[src/design/hid_boot_keyboard_event_generator_assert.svh]
// Assertion macros shared by the keyboard event generator RTL.
// Depends on nothing; included by the modules that carry assertions.
`ifndef HID_BOOT_KEYBOARD_EVENT_GENERATOR_ASSERT_SVH
`define HID_BOOT_KEYBOARD_EVENT_GENERATOR_ASSERT_SVH
`ifndef ASSERT_OFF
`define ASSERT_IMP(lbl, clk, rst_n, ante, cons) \
    lbl: assert property (@(posedge clk) disable iff (!rst_n) (ante) |-> (cons)) \
        else $error("assertion failed");
`define ASSERT_NXT(lbl, clk, rst_n, ante, cons) \
    lbl: assert property (@(posedge clk) disable iff (!rst_n) (ante) |=> (cons)) \
        else $error("assertion failed");
`else
`define ASSERT_IMP(lbl, clk, rst_n, ante, cons)
`define ASSERT_NXT(lbl, clk, rst_n, ante, cons)
`endif
`endif

[src/design/hbk_pkg.sv]
// Package for the keyboard event generator: constants, command, status and event types.
// Depends on nothing; used by every module of the block.
`default_nettype none
package hbk_pkg;
    localparam int HeldSlotsDefault = 8;
    localparam int NumKeys = 6;
    localparam int NumMods = 8;
    localparam logic [7:0] KeyNumLock = 8'd83;
    localparam logic [7:0] KeyCapsLock = 8'd57;
    localparam logic [7:0] KeyScrollLock = 8'd71;
    localparam logic [7:0] ModUsageBase = 8'd224;
    localparam logic [15:0] RepeatDelayReset = 16'd500;
    localparam logic RegRepeatDelay = 1'b0;

    typedef enum logic [2:0] {
        CMD_NONE, CMD_LOAD, CMD_COMMIT, CMD_TICK, CMD_MOD, CMD_REL, CMD_PRESS, CMD_FLUSH
    } t_cmd_op;

    typedef struct packed {
        t_cmd_op    op;
        logic [2:0] pos;
    } t_cmd;

    typedef struct packed {
        logic step_ok;
        logic same_rpt;
    } t_status;

    typedef enum logic [2:0] {
        S_IDLE, S_CHECK, S_TICK, S_MOD, S_REL, S_PRESS, S_FLUSH
    } t_state;

    typedef struct packed {
        logic       kind;
        logic [7:0] code;
        logic       rel;
        logic [7:0] mods;
        logic [2:0] locks;
    } t_event;

    function automatic logic [2:0] lock_bit(input logic [7:0] code);
        logic [2:0] b;
        b = 3'b000;
        priority if (code == KeyNumLock) begin
            b = 3'b001;
        end else if (code == KeyCapsLock) begin
            b = 3'b010;
        end else if (code == KeyScrollLock) begin
            b = 3'b100;
        end
        return b;
    endfunction
endpackage
`default_nettype wire

[src/design/hbk_ctrl.sv]
// Controller of the keyboard event generator: sequences the passes over one item.
// Depends on hbk_pkg.
`default_nettype none
module hbk_ctrl #(
    parameter int HELD_SLOTS = hbk_pkg::HeldSlotsDefault
) (
    input  wire                           i_clk,
    input  wire                           i_rst_n,
    input  wire                           i_valid,
    input  wire                           i_op,
    output logic                          o_stall,
    output hbk_pkg::t_cmd                 o_cmd,
    output logic [$clog2(HELD_SLOTS)-1:0] o_slot,
    input  hbk_pkg::t_status              i_status
);
    localparam int SW = $clog2(HELD_SLOTS);
    localparam logic [SW-1:0] LastSlot = SW'(HELD_SLOTS - 1);
    localparam logic [2:0] LastMod = 3'(hbk_pkg::NumMods - 1);
    localparam logic [2:0] LastKey = 3'(hbk_pkg::NumKeys - 1);

    hbk_pkg::t_state r_state, n_state;
    logic [2:0] r_pos, n_pos;
    logic [SW-1:0] r_slot, n_slot;

    always_ff @(posedge i_clk) begin
        if (!i_rst_n) begin
            r_state <= hbk_pkg::S_IDLE;
            r_pos <= '0;
            r_slot <= '0;
        end else begin
            r_state <= n_state;
            r_pos <= n_pos;
            r_slot <= n_slot;
        end
    end

    always_comb begin
        n_state = r_state;
        n_pos = r_pos;
        n_slot = r_slot;
        o_cmd.op = hbk_pkg::CMD_NONE;
        o_cmd.pos = r_pos;
        o_stall = 1'b1;
        unique case (r_state)
            hbk_pkg::S_IDLE: begin
                o_stall = 1'b0;
                if (i_valid) begin
                    o_cmd.op = hbk_pkg::CMD_LOAD;
                    n_pos = '0;
                    n_slot = '0;
                    n_state = i_op ? hbk_pkg::S_TICK : hbk_pkg::S_CHECK;
                end
            end
            hbk_pkg::S_CHECK: begin
                if (i_status.same_rpt) begin
                    n_state = hbk_pkg::S_IDLE;
                end else begin
                    o_cmd.op = hbk_pkg::CMD_COMMIT;
                    n_state = hbk_pkg::S_MOD;
                end
            end
            hbk_pkg::S_TICK: begin
                o_cmd.op = hbk_pkg::CMD_TICK;
                if (i_status.step_ok) begin
                    if (r_slot == LastSlot) begin
                        n_state = hbk_pkg::S_FLUSH;
                    end else begin
                        n_slot = r_slot + 1'b1;
                    end
                end
            end
            hbk_pkg::S_MOD: begin
                o_cmd.op = hbk_pkg::CMD_MOD;
                if (i_status.step_ok) begin
                    if (r_pos == LastMod) begin
                        n_pos = '0;
                        n_state = hbk_pkg::S_REL;
                    end else begin
                        n_pos = r_pos + 1'b1;
                    end
                end
            end
            hbk_pkg::S_REL: begin
                o_cmd.op = hbk_pkg::CMD_REL;
                if (i_status.step_ok) begin
                    if (r_slot == LastSlot) begin
                        n_slot = '0;
                        n_state = hbk_pkg::S_PRESS;
                    end else begin
                        n_slot = r_slot + 1'b1;
                    end
                end
            end
            hbk_pkg::S_PRESS: begin
                o_cmd.op = hbk_pkg::CMD_PRESS;
                if (i_status.step_ok) begin
                    if (r_pos == LastKey) begin
                        n_state = hbk_pkg::S_FLUSH;
                    end else begin
                        n_pos = r_pos + 1'b1;
                    end
                end
            end
            hbk_pkg::S_FLUSH: begin
                o_cmd.op = hbk_pkg::CMD_FLUSH;
                if (i_status.step_ok) begin
                    n_state = hbk_pkg::S_IDLE;
                end
            end
            default: n_state = hbk_pkg::S_IDLE;
        endcase
    end

    assign o_slot = r_slot;
endmodule
`default_nettype wire

[src/design/hbk_dpath.sv]
// Datapath of the keyboard event generator: report, slot table, lock status and output stages.
// Depends on hbk_pkg and the assertion macro header.
`default_nettype none
`include "hid_boot_keyboard_event_generator_assert.svh"
module hbk_dpath #(
    parameter int HELD_SLOTS = hbk_pkg::HeldSlotsDefault
) (
    input  wire                           i_clk,
    input  wire                           i_rst_n,
    input  hbk_pkg::t_cmd                 i_cmd,
    input  wire [$clog2(HELD_SLOTS)-1:0]  i_slot,
    output hbk_pkg::t_status              o_status,
    input  wire [15:0]                    i_repeat_delay,
    input  wire [7:0]                     i_modifier_byte,
    input  wire [7:0]                     i_key0,
    input  wire [7:0]                     i_key1,
    input  wire [7:0]                     i_key2,
    input  wire [7:0]                     i_key3,
    input  wire [7:0]                     i_key4,
    input  wire [7:0]                     i_key5,
    input  wire [31:0]                    i_now_ticks,
    input  wire                           i_out_stall,
    output logic                          o_out_valid,
    output logic                          o_event_kind,
    output logic [7:0]                    o_key_code,
    output logic                          o_is_release,
    output logic [7:0]                    o_mod_flags,
    output logic [2:0]                    o_lock_flags,
    output logic                          o_last
);
    localparam int SW = $clog2(HELD_SLOTS);
    localparam int NK = hbk_pkg::NumKeys;

    logic [55:0] r_prev;
    logic [7:0] r_newmods, r_mods0, r_kmods;
    logic [7:0] r_keys [NK];
    logic [31:0] r_now;
    logic [2:0] r_locks0, r_lock;
    logic [HELD_SLOTS-1:0] r_valid;
    logic [7:0] r_code [HELD_SLOTS];
    logic [31:0] r_dl [HELD_SLOTS];
    hbk_pkg::t_event r_hold, r_out;
    logic r_hold_v, r_out_v, r_out_last;

    logic [55:0] rep;
    logic [NK-1:0] lmask;
    logic run, inl, hit, ffound, pactive, ev, rel_cond, fill, out_free, mv, step_ok;
    logic [7:0] sel_code, pkey, kmods_n;
    logic [2:0] lb;
    logic [SW-1:0] fslot;
    hbk_pkg::t_event evt;

    assign rep = {r_keys[5], r_keys[4], r_keys[3], r_keys[2], r_keys[1], r_keys[0], r_newmods};
    assign sel_code = r_code[i_slot];
    assign pactive = (i_cmd.pos < 3'(NK)) && lmask[i_cmd.pos];
    assign pkey = (i_cmd.pos < 3'(NK)) ? r_keys[i_cmd.pos] : 8'd0;
    assign lb = hbk_pkg::lock_bit(pkey);

    always_comb begin
        run = !((r_keys[0] != 8'd0) && (r_keys[0] == r_keys[1]));
        inl = 1'b0;
        for (int i = 0; i < NK; i++) begin
            run = run && (r_keys[i] != 8'd0);
            lmask[i] = run;
            inl = inl | (run && (r_keys[i] == sel_code));
        end
        hit = 1'b0;
        ffound = 1'b0;
        fslot = '0;
        for (int j = HELD_SLOTS - 1; j >= 0; j--) begin
            hit = hit | (r_valid[j] && (r_code[j] == pkey));
            if (!r_valid[j]) begin
                ffound = 1'b1;
                fslot = SW'(j);
            end
        end
    end

    always_comb begin
        ev = 1'b0;
        rel_cond = 1'b0;
        fill = 1'b0;
        kmods_n = r_kmods;
        evt = '0;
        unique case (i_cmd.op)
            hbk_pkg::CMD_TICK: begin
                ev = r_valid[i_slot] && (r_dl[i_slot] < r_now)
                    && (hbk_pkg::lock_bit(sel_code) == 3'b000);
                evt.code = sel_code;
                evt.mods = r_mods0;
                evt.locks = r_locks0;
            end
            hbk_pkg::CMD_MOD: begin
                evt.rel = !r_newmods[i_cmd.pos];
                if (evt.rel) begin
                    kmods_n = r_kmods & ~(8'd1 << i_cmd.pos);
                end
                ev = r_mods0[i_cmd.pos] ^ r_newmods[i_cmd.pos];
                evt.code = hbk_pkg::ModUsageBase + 8'(i_cmd.pos);
                evt.mods = kmods_n;
                evt.locks = r_locks0;
            end
            hbk_pkg::CMD_REL: begin
                rel_cond = r_valid[i_slot] && !inl;
                ev = rel_cond && (hbk_pkg::lock_bit(sel_code) == 3'b000);
                evt.code = sel_code;
                evt.rel = 1'b1;
                evt.mods = r_newmods;
                evt.locks = r_locks0;
            end
            hbk_pkg::CMD_PRESS: begin
                fill = pactive && !hit && ffound;
                ev = fill;
                evt.code = pkey;
                evt.mods = r_kmods;
                if (lb != 3'b000) begin
                    evt.kind = 1'b1;
                    evt.locks = r_lock ^ lb;
                end else begin
                    evt.locks = r_locks0;
                end
            end
            default: ev = 1'b0;
        endcase
    end

    assign out_free = !r_out_v || !i_out_stall;
    assign step_ok = (i_cmd.op == hbk_pkg::CMD_FLUSH) ? (!r_hold_v || out_free)
                                                      : (!ev || !r_hold_v || out_free);
    assign mv = r_hold_v && out_free && (ev || (i_cmd.op == hbk_pkg::CMD_FLUSH));
    assign o_status.step_ok = step_ok;
    assign o_status.same_rpt = (rep == r_prev);

    always_ff @(posedge i_clk) begin
        if (!i_rst_n) begin
            r_prev <= '0;
            r_valid <= '0;
            r_lock <= '0;
            r_hold_v <= 1'b0;
            r_out_v <= 1'b0;
        end else begin
            if (mv) begin
                r_out_v <= 1'b1;
            end else if (!i_out_stall) begin
                r_out_v <= 1'b0;
            end
            if (ev && step_ok) begin
                r_hold_v <= 1'b1;
            end else if (mv) begin
                r_hold_v <= 1'b0;
            end
            if (i_cmd.op == hbk_pkg::CMD_COMMIT) begin
                r_prev <= rep;
            end
            if (rel_cond && step_ok) begin
                r_valid[i_slot] <= 1'b0;
            end
            if (fill && step_ok) begin
                r_valid[fslot] <= 1'b1;
                r_lock <= r_lock ^ lb;
            end
        end
    end

    always_ff @(posedge i_clk) begin
        if (i_cmd.op == hbk_pkg::CMD_LOAD) begin
            r_newmods <= i_modifier_byte;
            r_keys[0] <= i_key0;
            r_keys[1] <= i_key1;
            r_keys[2] <= i_key2;
            r_keys[3] <= i_key3;
            r_keys[4] <= i_key4;
            r_keys[5] <= i_key5;
            r_now <= i_now_ticks;
            r_mods0 <= r_prev[7:0];
            r_kmods <= r_prev[7:0];
            r_locks0 <= r_lock;
        end
        if ((i_cmd.op == hbk_pkg::CMD_MOD) && step_ok) begin
            r_kmods <= kmods_n;
        end
        if (fill && step_ok) begin
            r_code[fslot] <= pkey;
            r_dl[fslot] <= r_now + {16'd0, i_repeat_delay};
        end
        if (ev && step_ok) begin
            r_hold <= evt;
        end
        if (mv) begin
            r_out <= r_hold;
            r_out_last <= (i_cmd.op == hbk_pkg::CMD_FLUSH);
        end
    end

    assign o_out_valid = r_out_v;
    assign o_event_kind = r_out.kind;
    assign o_key_code = r_out.code;
    assign o_is_release = r_out.rel;
    assign o_mod_flags = r_out.mods;
    assign o_lock_flags = r_out.locks;
    assign o_last = r_out_last;

    `ASSERT_IMP(a_load_hold_empty, i_clk, i_rst_n, (i_cmd.op == hbk_pkg::CMD_LOAD), !r_hold_v)
    `ASSERT_NXT(a_tick_keeps_slots, i_clk, i_rst_n, (i_cmd.op == hbk_pkg::CMD_TICK), $stable(r_valid))
    `ASSERT_NXT(a_rel_no_fill, i_clk, i_rst_n, (i_cmd.op == hbk_pkg::CMD_REL), ((r_valid & ~$past(r_valid)) == '0))
    `ASSERT_NXT(a_flush_marks_last, i_clk, i_rst_n, ((i_cmd.op == hbk_pkg::CMD_FLUSH) && r_hold_v && out_free), (r_out_v && r_out_last && !r_hold_v))
endmodule
`default_nettype wire

[src/design/hid_boot_keyboard_event_generator.sv]
// A report runs the check, modifier, slot, key and flush passes, a tick the slot and flush
// passes, both held while the output is stalled; an unchanged report ends after the check.
// Throughput: one item at a time, set by the controller's modifier, slot and key passes.
// Reset: synchronous, active low; clears held slots, lock status, previous report, outputs.
// Depends on hbk_pkg, hbk_ctrl and hbk_dpath.
`default_nettype none
module hid_boot_keyboard_event_generator #(
    parameter int HELD_SLOTS = hbk_pkg::HeldSlotsDefault
) (
    input  wire        i_clk,
    input  wire        i_rst_n,
    input  wire        psel,
    input  wire        penable,
    input  wire        pwrite,
    input  wire [2:0]  paddr,
    input  wire [31:0] pwdata,
    output logic [31:0] prdata,
    output logic       pready,
    input  wire        i_valid,
    output logic       o_stall,
    input  wire        i_op,
    input  wire [7:0]  i_modifier_byte,
    input  wire [7:0]  i_key0,
    input  wire [7:0]  i_key1,
    input  wire [7:0]  i_key2,
    input  wire [7:0]  i_key3,
    input  wire [7:0]  i_key4,
    input  wire [7:0]  i_key5,
    input  wire [31:0] i_now_ticks,
    output logic       o_valid,
    input  wire        i_stall,
    output logic       o_event_kind,
    output logic [7:0] o_key_code,
    output logic       o_is_release,
    output logic [7:0] o_mod_flags,
    output logic [2:0] o_lock_flags,
    output logic       o_last
);
    logic [15:0] r_repeat_delay;
    hbk_pkg::t_cmd cmd;
    hbk_pkg::t_status status;
    logic [$clog2(HELD_SLOTS)-1:0] slot;

    always_ff @(posedge i_clk) begin
        if (!i_rst_n) begin
            r_repeat_delay <= hbk_pkg::RepeatDelayReset;
        end else if (psel && penable && pwrite && (paddr[2] == hbk_pkg::RegRepeatDelay)) begin
            r_repeat_delay <= pwdata[15:0];
        end
    end

    assign pready = 1'b1;
    assign prdata = (paddr[2] == hbk_pkg::RegRepeatDelay) ? {16'd0, r_repeat_delay} : 32'd0;

    hbk_ctrl #(.HELD_SLOTS(HELD_SLOTS)) u_ctrl (
        .i_clk    (i_clk),
        .i_rst_n  (i_rst_n),
        .i_valid  (i_valid),
        .i_op     (i_op),
        .o_stall  (o_stall),
        .o_cmd    (cmd),
        .o_slot   (slot),
        .i_status (status)
    );

    hbk_dpath #(.HELD_SLOTS(HELD_SLOTS)) u_dpath (
        .i_clk           (i_clk),
        .i_rst_n         (i_rst_n),
        .i_cmd           (cmd),
        .i_slot          (slot),
        .o_status        (status),
        .i_repeat_delay  (r_repeat_delay),
        .i_modifier_byte (i_modifier_byte),
        .i_key0          (i_key0),
        .i_key1          (i_key1),
        .i_key2          (i_key2),
        .i_key3          (i_key3),
        .i_key4          (i_key4),
        .i_key5          (i_key5),
        .i_now_ticks     (i_now_ticks),
        .i_out_stall     (i_stall),
        .o_out_valid     (o_valid),
        .o_event_kind    (o_event_kind),
        .o_key_code      (o_key_code),
        .o_is_release    (o_is_release),
        .o_mod_flags     (o_mod_flags),
        .o_lock_flags    (o_lock_flags),
        .o_last          (o_last)
    );
endmodule
`default_nettype wire

[config.mk]
export PLATFORM = sky130hd
export DESIGN_NAME = hid_boot_keyboard_event_generator
export DESIGN_NICKNAME = d
export VERILOG_FILES = /design/src/design/hbk_pkg.sv /design/src/design/hbk_ctrl.sv /design/src/design/hbk_dpath.sv /design/src/design/hid_boot_keyboard_event_generator.sv
export VERILOG_INCLUDE_DIRS = /design/src /design/src/design
export SDC_FILE = /design/constraint.sdc
export NUM_CORES = 1
export LEC_CHECK = 0
export ABC_AREA = 1
export BUFFER_PORTS_ARGS = -buffer_cell sky130_fd_sc_hd__buf_2
export CAP_MARGIN = 20
export CORE_MARGIN = 4
export CORE_UTILIZATION = 50
export CTS_BUF_LIST = sky130_fd_sc_hd__clkbuf_16
export CTS_CLUSTER_DIAMETER = 60
export DETAILED_ROUTE_END_ITERATION = 10
export PLACE_DENSITY = 0.68
export SLEW_MARGIN = 10
export SYNTH_ARGS = -nofsm -noshare
export SYNTH_HDL_FRONTEND = slang
export SYNTH_SLANG_ARGS = --single-unit
[constraint.sdc]
create_clock -name i_clk -period 7.8 [get_ports i_clk]
set_input_delay 0.39 -clock i_clk [delete_from_list [all_inputs] [get_ports i_clk]]
set_output_delay 0.39 -clock i_clk [all_outputs]
set_load 0.02 [all_outputs]
==> Yosys cells after proc, flatten, opt, wreduce, memory -nomap -nowiden <==
Memory sizes are Yosys's and may differ from the RTL's. A register that Yosys moved wholly into a read port is not among the register bits.
Cells that the tools add are included.
{ "totals": {"register_bits": 196, "latch_bits": 0, "ramBits": 368, "rom_bits": 0, "inputBits": 131, "out_inout_bits": 57, "word_cells": 279, "n_memories": 3} }
{ "classes": {"addsub": 4, "mul": 0, "div_mod_pow": 0, "magnitude_cmp": 7, "n_eq_ne": 52, "shifts": 1, "n_mux": 96, "n_bitwise": 20, "reduce_logical": 71} }
{ "memory_table": {"columns": ["memory", "depth", "width", "read_ports", "rd_ports_with_merged_regs", "write_ports", "line", "rtl"], "rows": [
  ["u_dpath.r_dl", 8, 32, 1, 1, 1, "hbk_dpath.sv:41", "logic [31:0] r_dl [HELD_SLOTS];"],
  ["u_dpath.r_code", 8, 8, 9, 1, 1, "hbk_dpath.sv:40", "logic [7:0] r_code [HELD_SLOTS];"],
  ["u_dpath.r_keys", 6, 8, 7, 1, 6, "hbk_dpath.sv:36", "logic [7:0] r_keys [NK];"]
]} }
{ "ops": {"columns": ["cell", "n"], "rows": [
  ["two-way mux 3 bit", 42],
  ["== test 8 bit", 15],
  ["two-way mux 8 bit", 8],
  ["== test 56 bit", 1],
  ["nonzero test 8 bit", 6],
  ["one-hot mux 11 bit (4 select lines)", 1],
  ["one-hot mux 3 bit (7 select lines)", 2],
  ["logical AND 1 bit", 39],
  ["adder 32 x 16 -> 32 bit", 1],
  ["== test 8 x 7 -> 1 bit (second input constant)", 4],
  ["less-than comparator 32 bit", 1],
  ["== test 3 bit (second input constant)", 10],
  ["two-way mux 1 bit", 28],
  ["one-hot mux 8 bit (3 select lines)", 1],
  ["inequality test 2 x 1 -> 1 bit (second input constant)", 11],
  ["one-hot mux 3 bit (3 select lines)", 2],
  ["AND 8 bit", 2],
  ["== test 8 x 6 -> 1 bit (second input constant)", 2],
  ["two-way mux 16 bit", 1],
  ["inverter 8 bit", 2],
  ["binary-select mux 1 bit (select 3 bit)", 4],
  ["== test 3 x 2 -> 1 bit (second input constant)", 4],
  ["less-than comparator 3 x 4 -> 1 bit (second input constant)", 3],
  ["bitwise OR 1 bit", 12],
  ["24 further kinds", 49]
]} }

==> Longest topological paths before layout <==
Gate-level depths: netlist (run 1).
An unclocked memory read counts as a cell.
{ "depth": {"ltp_word": 25, "mapped_depth": 31, "ltp_nobuf": 26} }

==> Modules after synthesis <==
Synthesis (run 1) repeated with hierarchy kept, for this count alone.
{ "unflattened": {"hier_cells": 2633, "area_unflattened_um2": 26761.9} }
{ "by_module_without_submodules": {"columns": ["module", "n_inst", "cells_per_inst", "area_per_inst_um2", "seq_area_each_um2"], "rows": [
  ["hbk_dpath", 1, 2359, 24946.4, 15494.9],
  ["hid_boot_keyboard_event_generator", 1, 150, 955.9, 320.3],
  ["hbk_ctrl", 1, 124, 859.6, 180.2]
]} }

==> Worst setup path before layout (run 1) <==
OpenSTA, ideal clock, no wires.
{ "synth_timing": {"kind": "register to register", "from": "reg with a tool-made name", "to": "mem u_dpath.r_code[0][0], enable pin", "setup_ns": 0.487, "arrival_ns": 5.649, "required_ns": 7.313, "setup_slack_ns": 1.664, "path_stages_with_launch": 26, "n_path_buf": 5, "synth_period_minus_slack_ns": 6.136, "cell_sequence": "dfxtp_1 -> buf_6 -> inv_6 -> buf_6 -> buf_2 -> clkbuf_1 -> clkbuf_1 -> nor2_1 -> o22ai_1 -> nor2_1 -> a31oi_1 -> ha_1 -> nand2_1 -> o21ai_0 -> nand3_1 -> nand2_1 -> nand2_1 -> a21oi_1 -> nor3_1 -> nand2_1 -> nand2_1 -> nand2_2 -> nand3_4 -> nand3_4 -> nand2_4 -> nor3_1"} }
{ "synth_lines": {"columns": ["item", "line"], "rows": [
  ["end, declared", "hbk_dpath.sv:40"]
]} }

==> impl_metrics.yaml, run 1 <==
yosys:
  postSynthAreaPerCell_um2: 9.75
  synthAdderAreaFrac_pct: 2.60
  synth_top_family_by_area: "simple AND/OR/NAND/NOR gates"
  synthFlopType: "edfxtp_1"
  yosysWarnings: 0
  async_flop_share_pct: 0
  synth_compound_gate_area_share_pct: 10.2
  synth-edff-count: 470
  synthCells: 2794
  syn-cell-area_um2: 27200
  synthSimpleGateAreaFrac_pct: 18.2
  yosysUniqueCellTypes: 53
  synthXorXnorAreaFrac_pct: 3.38
  yosysSeqAreaShare_pct: 59.2
  synth_mux_area_share_pct: 0
  synth_seq_cells: 570
floorplanning:
  core_area_um2: 53900
  dieArea_um2: 58300
  start_util_pct: 50.5
  die-height_um: 241
  io-pin-count: 188
  rows: 85
  die_w_um: 241
setup_path:
  ff2ff_path_depth: 24
  startpoint_type: "register"
  cp.arrival_ns: 6.05
  path_class: "register to register"
  r2r_slack_ns: 2.10
  required_ns: 8.15
  path_common_cell: "nand2_1"
  crit_buf_inv: 5
  reg2reg_to: "u_dpath.r_dl[5][13]$_DFFE_PP_"
  path_delay_family: "buffers and inverters"
  crit_path_end_kind: "register"
  path_cells: "clkinv_2 > buf_4 > o21ai_0 > o22ai_1 > nor2_1 > a31oi_1 > ha_1 > a21oi_1 > nor2_1 > a211oi_1 > nand2_1 > nand2_1 > nand2_1 > nand2_1 > nand2_1 > nand2_1 > nand2_2 > nand3_4 > nand3_4 > nand2_4 > clkinv_4 > nand3_1 > clkinv_1 > buf_4"
  max_stage_delay_ns: 0.94
  crit_path_top_delay_cell: "dfxtp_2"
  worstPathMaxFanout: 55
routing:
  drt-wirelength-per-cell_um: 19.7
  drt_wl_total_um: 74000
  drt_iter0_drc: 2175
  routed_via_density: 5.65
  drtAntennaViolNets: 0
  vias: 21200
  drt-pass1-iter-count: 8
  drc: 0
sta:
  min_period_over_period_pct: 73.1
  timing.final.hold_violations: 0
  maxSlewViolCount: 0
  fin_worst_skew_ns: 0.0294
  slew_headroom_pct: 32.1
  min_period_ns: 5.70
  grt_setup_unrepaired: "no"
  worst_slew_pin_slew_ns: 1.02
  setup-tns-final_ns: 0
  setup_violations: 0
  fmax_mhz: 175
place:
  post-dp-hpwl_um: 48200
  place.gp.congestion: 0.953
  placed_cells: 3552
  io_buffers: 152
  dpl_cell_area_um2: 28500
global_routing:
  antenna_found_initial: 0
  grt_pass1_wl_um: 114000
  grt_max_degree: 167
  grt_pass1_vias: 20200
  met1_usage_pct: 36.0
  grt_remaining_overflow: 0
  grt_util_met2_pct: 40.0
  top_usage_layer: "met2"
  track_usage_pct: 25.0
  use_met3_pct: 3.65
power:
  leakagePower_nw: 12.6
  peakVddDrop_v: 0.000223
  design_power_total_mw: 11.1
  power_density_nw_per_um2: 354
flow_run:
  drv_cap: 0
final_layout:
  multi_input_area_um2: 9450
  drive_above_1_share_pct: 11.2
  antennaDiodeCount: 0
  fillers: 4525
  regArea_um2: 16100
  syn2layout_area_growth_pct: 14.7
  fin_nets: 3199
  design_area_um2: 31200
  instances_no_fill: 3759
clock_tree:
  cts.htree.levels: 2
  cts_buffer_depth: 3
  clk_pin_slew_worst_paths_ns: 0.06
  clock_sinks: 570
  numCtsBuffers: 59
  clock_latency_ns: 0.63
  cts_setup_buffers: 0
  cts_tree: "done"
  root_buffer: "clkbuf_16"
worst_hold_path:
  worstHoldEndpoint: "r_repeat_delay[6]$_SDFFE_PN1P_"
  min_from: "pwdata[6]"
  hp-class: "input port to register"
  hold_depth: 3
run_status:
  outcome: "finished, final reports clean"
==> metal layers <==
| metal | part of all wire, % | routed length, µm | vias to the layer above |
|---|---|---|---|
| li1 | - | - | 9994 |
| met1 | 42 | 31300 | 10100 |
| met2 | 47 | 34600 | 955 |
| met3 | 8.4 | 6230 | 129 |
| met4 | 2.6 | 1900 | 0 |
| met5 | 0 | 0 | - |
==> sequential cells by signal, indices dropped and copies added, names as in the netlist, 16 cells and up, named ones only <==
signal,flops
r_repeat_delay,16
u_dpath.r_prev,56
u_dpath.r_code,64
u_dpath.r_now,32
u_dpath.r_dl,256
u_dpath.r_keys,48
u_dpath.r_hold,21
==> worst min-delay path, delay by kind of cell <==
family | cells | cell delay [ns]
AOI/OAI and AO/OA | 1 | 0.08
buffers and inverters | 1 | 0.08
and+or+nand+nor | 1 | 0.06
==> through the flow <==
stage | utilization [%] | setup WS (ns) | hold slack [ns]
after global routing | 58.0 | 1.65 | 0.0398
after CTS | 57.9 | 2.07 | 0.0172
final | 58.0 | 2.10 | 0.0435
after global placement | 52.8 | 2.11 | 0.401
after floorplan | - | 1.66 | 0.400
after detailed placement | 52.8 | 2.09 | 0.405
==> layout make-up <==
type                            instances  share of cell area (%)
Sequential cell                       570                    51.6
Multi-Input combinational cell       1837                    30.2
Timing Repair Buffer                  271                    6.10
Clock buffer                           59                    4.72
Inverter                              273                    3.35
Tap cell                              696                    2.79
Clock inverter                         53                    1.22
==> cell usage in the layout, fill, tap and decap left out, types with 4 or more instances in the layout <==
cell type / instances
nand4_1: 40
nand3_2: 15
ha_1: 55
dlygate4sd3_1: 93
inv_1: 265
nor3_1: 18
nor4_1: 10
o21ai_2: 5
nor2_1: 381
o21ai_0: 238
bufinv_16: 4
nand2_4: 8
nand2_2: 15
clkinv_1: 14
buf_4: 22
clkinv_4: 4
o221ai_1: 7
buf_2: 153
o211ai_1: 9
xnor2_1: 27
a21oi_1: 134
xor2_1: 78
o2111ai_1: 8
dfxtp_1: 98
o22ai_1: 44
clkbuf_16: 59
inv_2: 17
conb_1: 17
nand2_1: 479
clkinv_2: 11
nand3_1: 165
o21ai_1: 23
inv_6: 4
edfxtp_1: 470
a31oi_1: 33
==> worst max path at each step <==
stage / startpoint / endpoint / cells after the start / slack [ns]
6_report: register / u_dpath.r_dl[5][13]$_DFFE_PP_ / 24 / 2.10
5_1_grt: register / u_dpath.r_dl[5][13]$_DFFE_PP_ / 24 / 1.65
4_1_cts: register / u_dpath.r_dl[5][13]$_DFFE_PP_ / 24 / 2.07
3_5_place_dp: register / u_dpath.r_dl[5][9]$_DFFE_PP_ / 23 / 2.09
3_3_place_gp: register / u_dpath.r_dl[5][9]$_DFFE_PP_ / 24 / 2.11
2_1_floorplan: register / u_dpath.r_code[0][0]$_DFFE_PP_ / 25 / 1.66
==> power breakdown <==
part	leakage (nW)	switching, mW	internal (mW)
clock network	0.979	1.17	1.51
registers	5.10	0.317	3.90
logic	6.51	2.92	1.24
total	12.6	4.41	6.65
==> cells by family after synthesis <==
| kind of cell | count (synthesis) |
|---|---|
| AND/OR/NAND/NOR | 1148 |
| other | 2 |
| buffers and inverters | 402 |
| adder cells (fa/ha/maj) | 56 |
| flip-flops | 570 |
| AO/OA/AOI/OAI | 511 |
| XOR/XNOR | 105 |
==> synthesized netlist by cell type, types with 2 or more instances <==
cell	n	area, µm²
nor3_2	2	20.0
inv_1	253	950
nand3_2	15	150
clkbuf_1	63	236
nand2_4	8	90.1
o211ai_1	9	67.6
o21ai_1	23	115
buf_6	13	146
nand4_1	40	250
inv_2	11	41.3
nand3_1	165	826
o22ai_1	44	275
xor2_1	78	683
buf_4	28	210
nand2_2	15	93.8
clkinv_4	2	17.5
buf_1	13	48.8
buf_2	11	55.1
a21oi_1	134	671
a31oi_1	33	206
edfxtp_1	470	14100
nand2_1	479	1800
conb_1	2	7.51
o221ai_1	7	61.3
nor2_1	382	1430
dfxtp_1	100	2000
o2111ai_1	8	70.1
nand3b_1	3	22.5
nor3_1	19	95.1
nand3_4	3	52.6
o21ai_2	5	43.8
inv_4	2	12.5
nor4_1	10	62.6
ha_1	55	688
xnor2_1	27	236
clkinv_1	4	15.0
o21ai_0	238	1190
a211oi_1	3	22.5
a2111oi_0	2	17.5
or2_2	2	12.5
==> timing repair <==
item                      in CTS  in global routing
resized for setup              0                  0
hold endpoints to repair      93                  0
hold buffers                  93                  0
(Power assumes the default switching activity.)
==> run 2: changes to the inputs <==
Clock period 7.8 ns to 5.3 ns, I/O delays scaled along.
==> run 2 against run 1 <==
Highest routed layer unchanged. Largest cell class unchanged. Wire length up 0.91%. Fmax up 27%. Worst hold slack better by 0.028 ns.
==> impl_metrics.yaml, run 2 (synthesized netlist as in run 1, its figures left out) <==
global_routing:
  grt_pass1_vias: 20100
  grt_util_met2_pct: 40.5
  track_usage_pct: 25.0
  met1_usage_pct: 35.5
  use_met3_pct: 4.23
  grt_max_degree: 167
  top_usage_layer: "met2"
  grt_pass1_wl_um: 114000
  grt_remaining_overflow: 0
  antenna_found_initial: 0
final_layout:
  reg_top3: "u_dpath.r_dl x256, u_dpath.r_code x64, u_dpath.r_prev x56"
  largest_register_ffs: 256
  largest_register: "u_dpath.r_dl"
  antennaDiodeCount: 0
  fin_nets: 3218
  syn2layout_area_growth_pct: 16.6
  drive_above_1_share_pct: 11.7
  mostFrequentLayoutCell: "nand2_1"
  mostFrequentLayoutCells: "nand2_1, edfxtp_1, nor2_1"
flow_run:
  drv_cap: 0
power:
  intPower_mw: 10.2
  power_density_nw_per_um2: 529
  peakVddDrop_v: 0.000448
  p_seq_share_pct: 36.7
  combPwrFrac_pct: 37.3
  swShare_pct: 39.2
  p_switching_mw: 6.57
  power_frac_clock_pct: 26.0
  leakagePower_nw: 12.8
run_status:
  outcome: "finished, final reports clean"
worst_hold_path:
  worstHoldEndpoint: "r_repeat_delay[6]$_SDFFE_PN1P_"
  hold_depth: 2
  min_from: "i_rst_n"
  hp-class: "input port to register"
setup_path:
  required_ns: 5.58
  crit_path_top_delay_cell: "buf_12"
  path_common_cell: "nand2_1"
  reg2reg_to: "u_dpath.r_dl[1][13]$_DFFE_PP_"
  crit_buf_inv: 5
  worstPathMaxFanout: 166
  crit_cells: 22
  path_class: "register to register"
  r2r_slack_ns: 0.81
  ff2ff_path_depth: 22
  cp.arrival_ns: 4.77
  max_stage_delay_ns: 0.49
  startpoint_type: "register"
  crit_path_end_kind: "register"
  path_cells: "buf_12 > nand2_1 > nand3_1 > nand3_1 > nand2_2 > inv_2 > nand2_1 > nand2_1 > nor3_1 > nand2_1 > nand2_1 > nor2_1 > nand3_2 > nand2_1 > nand2_2 > nand3_4 > nand3_4 > nand2_4 > clkinv_4 > nand3b_1 > inv_2 > buf_12"
  path_delay_family: "simple AND/OR/NAND/NOR gates"
routing:
  drt-wirelength-per-cell_um: 19.8
  drt_wl_total_um: 74700
  drc: 0
  drt_iter0_drc: 2196
  drtAntennaViolNets: 0
  vias: 21200
  drt-pass1-iter-count: 6
  routed_via_density: 5.62
sta:
  fin_worst_skew_ns: 0.0164
  slew_headroom_pct: 45.0
  min_period_over_period_pct: 84.7
  setup_slack_ns: 0.811
  worst_slew_pin_slew_ns: 0.817
  maxSlewViolCount: 0
  timing.final.hold_violations: 0
  grt_setup_unrepaired: "no"
  hold_slack_ns: 0.0713
  setup_violations: 0
  setup-tns-final_ns: 0
  min_period_ns: 4.49
  fmax_mhz: 223
floorplanning:
  start_util_pct: 50.5
  core_area_um2: 53900
  die-height_um: 241
  die_w_um: 241
  rows: 85
  dieArea_um2: 58300
  io-pin-count: 188
clock_tree:
  numCtsBuffers: 60
  root_buffer: "clkbuf_16"
  cts_tree: "done"
  clock_sinks: 570
  clk_pin_slew_worst_paths_ns: 0.06
  clock_latency_ns: 0.63
  cts_buffer_depth: 3
  cts.htree.levels: 2
  cts_setup_buffers: 0
place:
  post-dp-hpwl_um: 48200
  place.gp.congestion: 0.948
  io_buffers: 152
  place_ws_ns: 0.929
==> run 2: timing repair <==
action                    4_1_cts  5_1_grt
hold endpoints to repair      105        0
hold buffers                  105        0
gates resized for setup         0        0
==> run 2: cell type report <==
| type | instances | area [µm²] |
|---|---|---|
| clock inverter | 51 | 527 |
| tap | 696 | 871 |
| timing repair buffer | 289 | 2210 |
| multi-input combinational | 1837 | 9450 |
| clock buffer | 61 | 1530 |
| inverter | 273 | 1040 |
| fill | 4399 | 22200 |
| sequential | 570 | 16100 |
==> run 2: power by group through the flow <==
stage | clock, mW | sequential (mW) | combinational [mW]
floorplan | 0 | 6.09 | 4.38
global placement | 0 | 6.21 | 5.93
detailed placement | 0 | 6.23 | 6.07
CTS | 4.41 | 6.14 | 6.16
global route | 4.60 | 6.20 | 6.94
finish | 4.37 | 6.15 | 6.26
==> run 2: worst register-to-register path, delay by kind of cell, from the launching register on <==
kind	cells	cell delay [ns]
buf+inv	5	1.11
flops	1	0.38
simple gates	17	2.64
==> run 2: worst max-delay path by stage <==
| stage | startpoint | end | slack, ns |
|---|---|---|---|
| floorplan | register | u_dpath.r_code[0][0]$_DFFE_PP_ | 0.40 |
| global placement | register | u_dpath.r_dl[5][9]$_DFFE_PP_ | 0.96 |
| detailed placement | register | u_dpath.r_dl[5][13]$_DFFE_PP_ | 0.93 |
| CTS | register | u_dpath.r_code[5][4]$_DFFE_PP_ | 0.91 |
| global route | register | u_dpath.r_dl[1][13]$_DFFE_PP_ | 0.54 |
| finish | register | u_dpath.r_dl[1][13]$_DFFE_PP_ | 0.81 |
==> run 2: metal layers <==
metal  vias up  share of wire [%]
met1     10100                 43
li1      10000                  -
met2       909                 47
met4         0                2.2
met3       134                7.9
met5         -                  0
==> run 2: metrics by stage <==
step / area [µm²] / power [mW] / instances / util (%)
final: 31800 / 16.8 / 3777 / 58.9
after global routing: 31800 / 17.7 / 3777 / 58.9
after CTS: 31700 / 16.7 / 3776 / 58.9
after detailed placement: 28600 / 12.3 / 3559 / 53.1
after global placement: 28600 / 12.1 / 3559 / 53.1
after floorplan: 27300 / 10.5 / 2809 / -
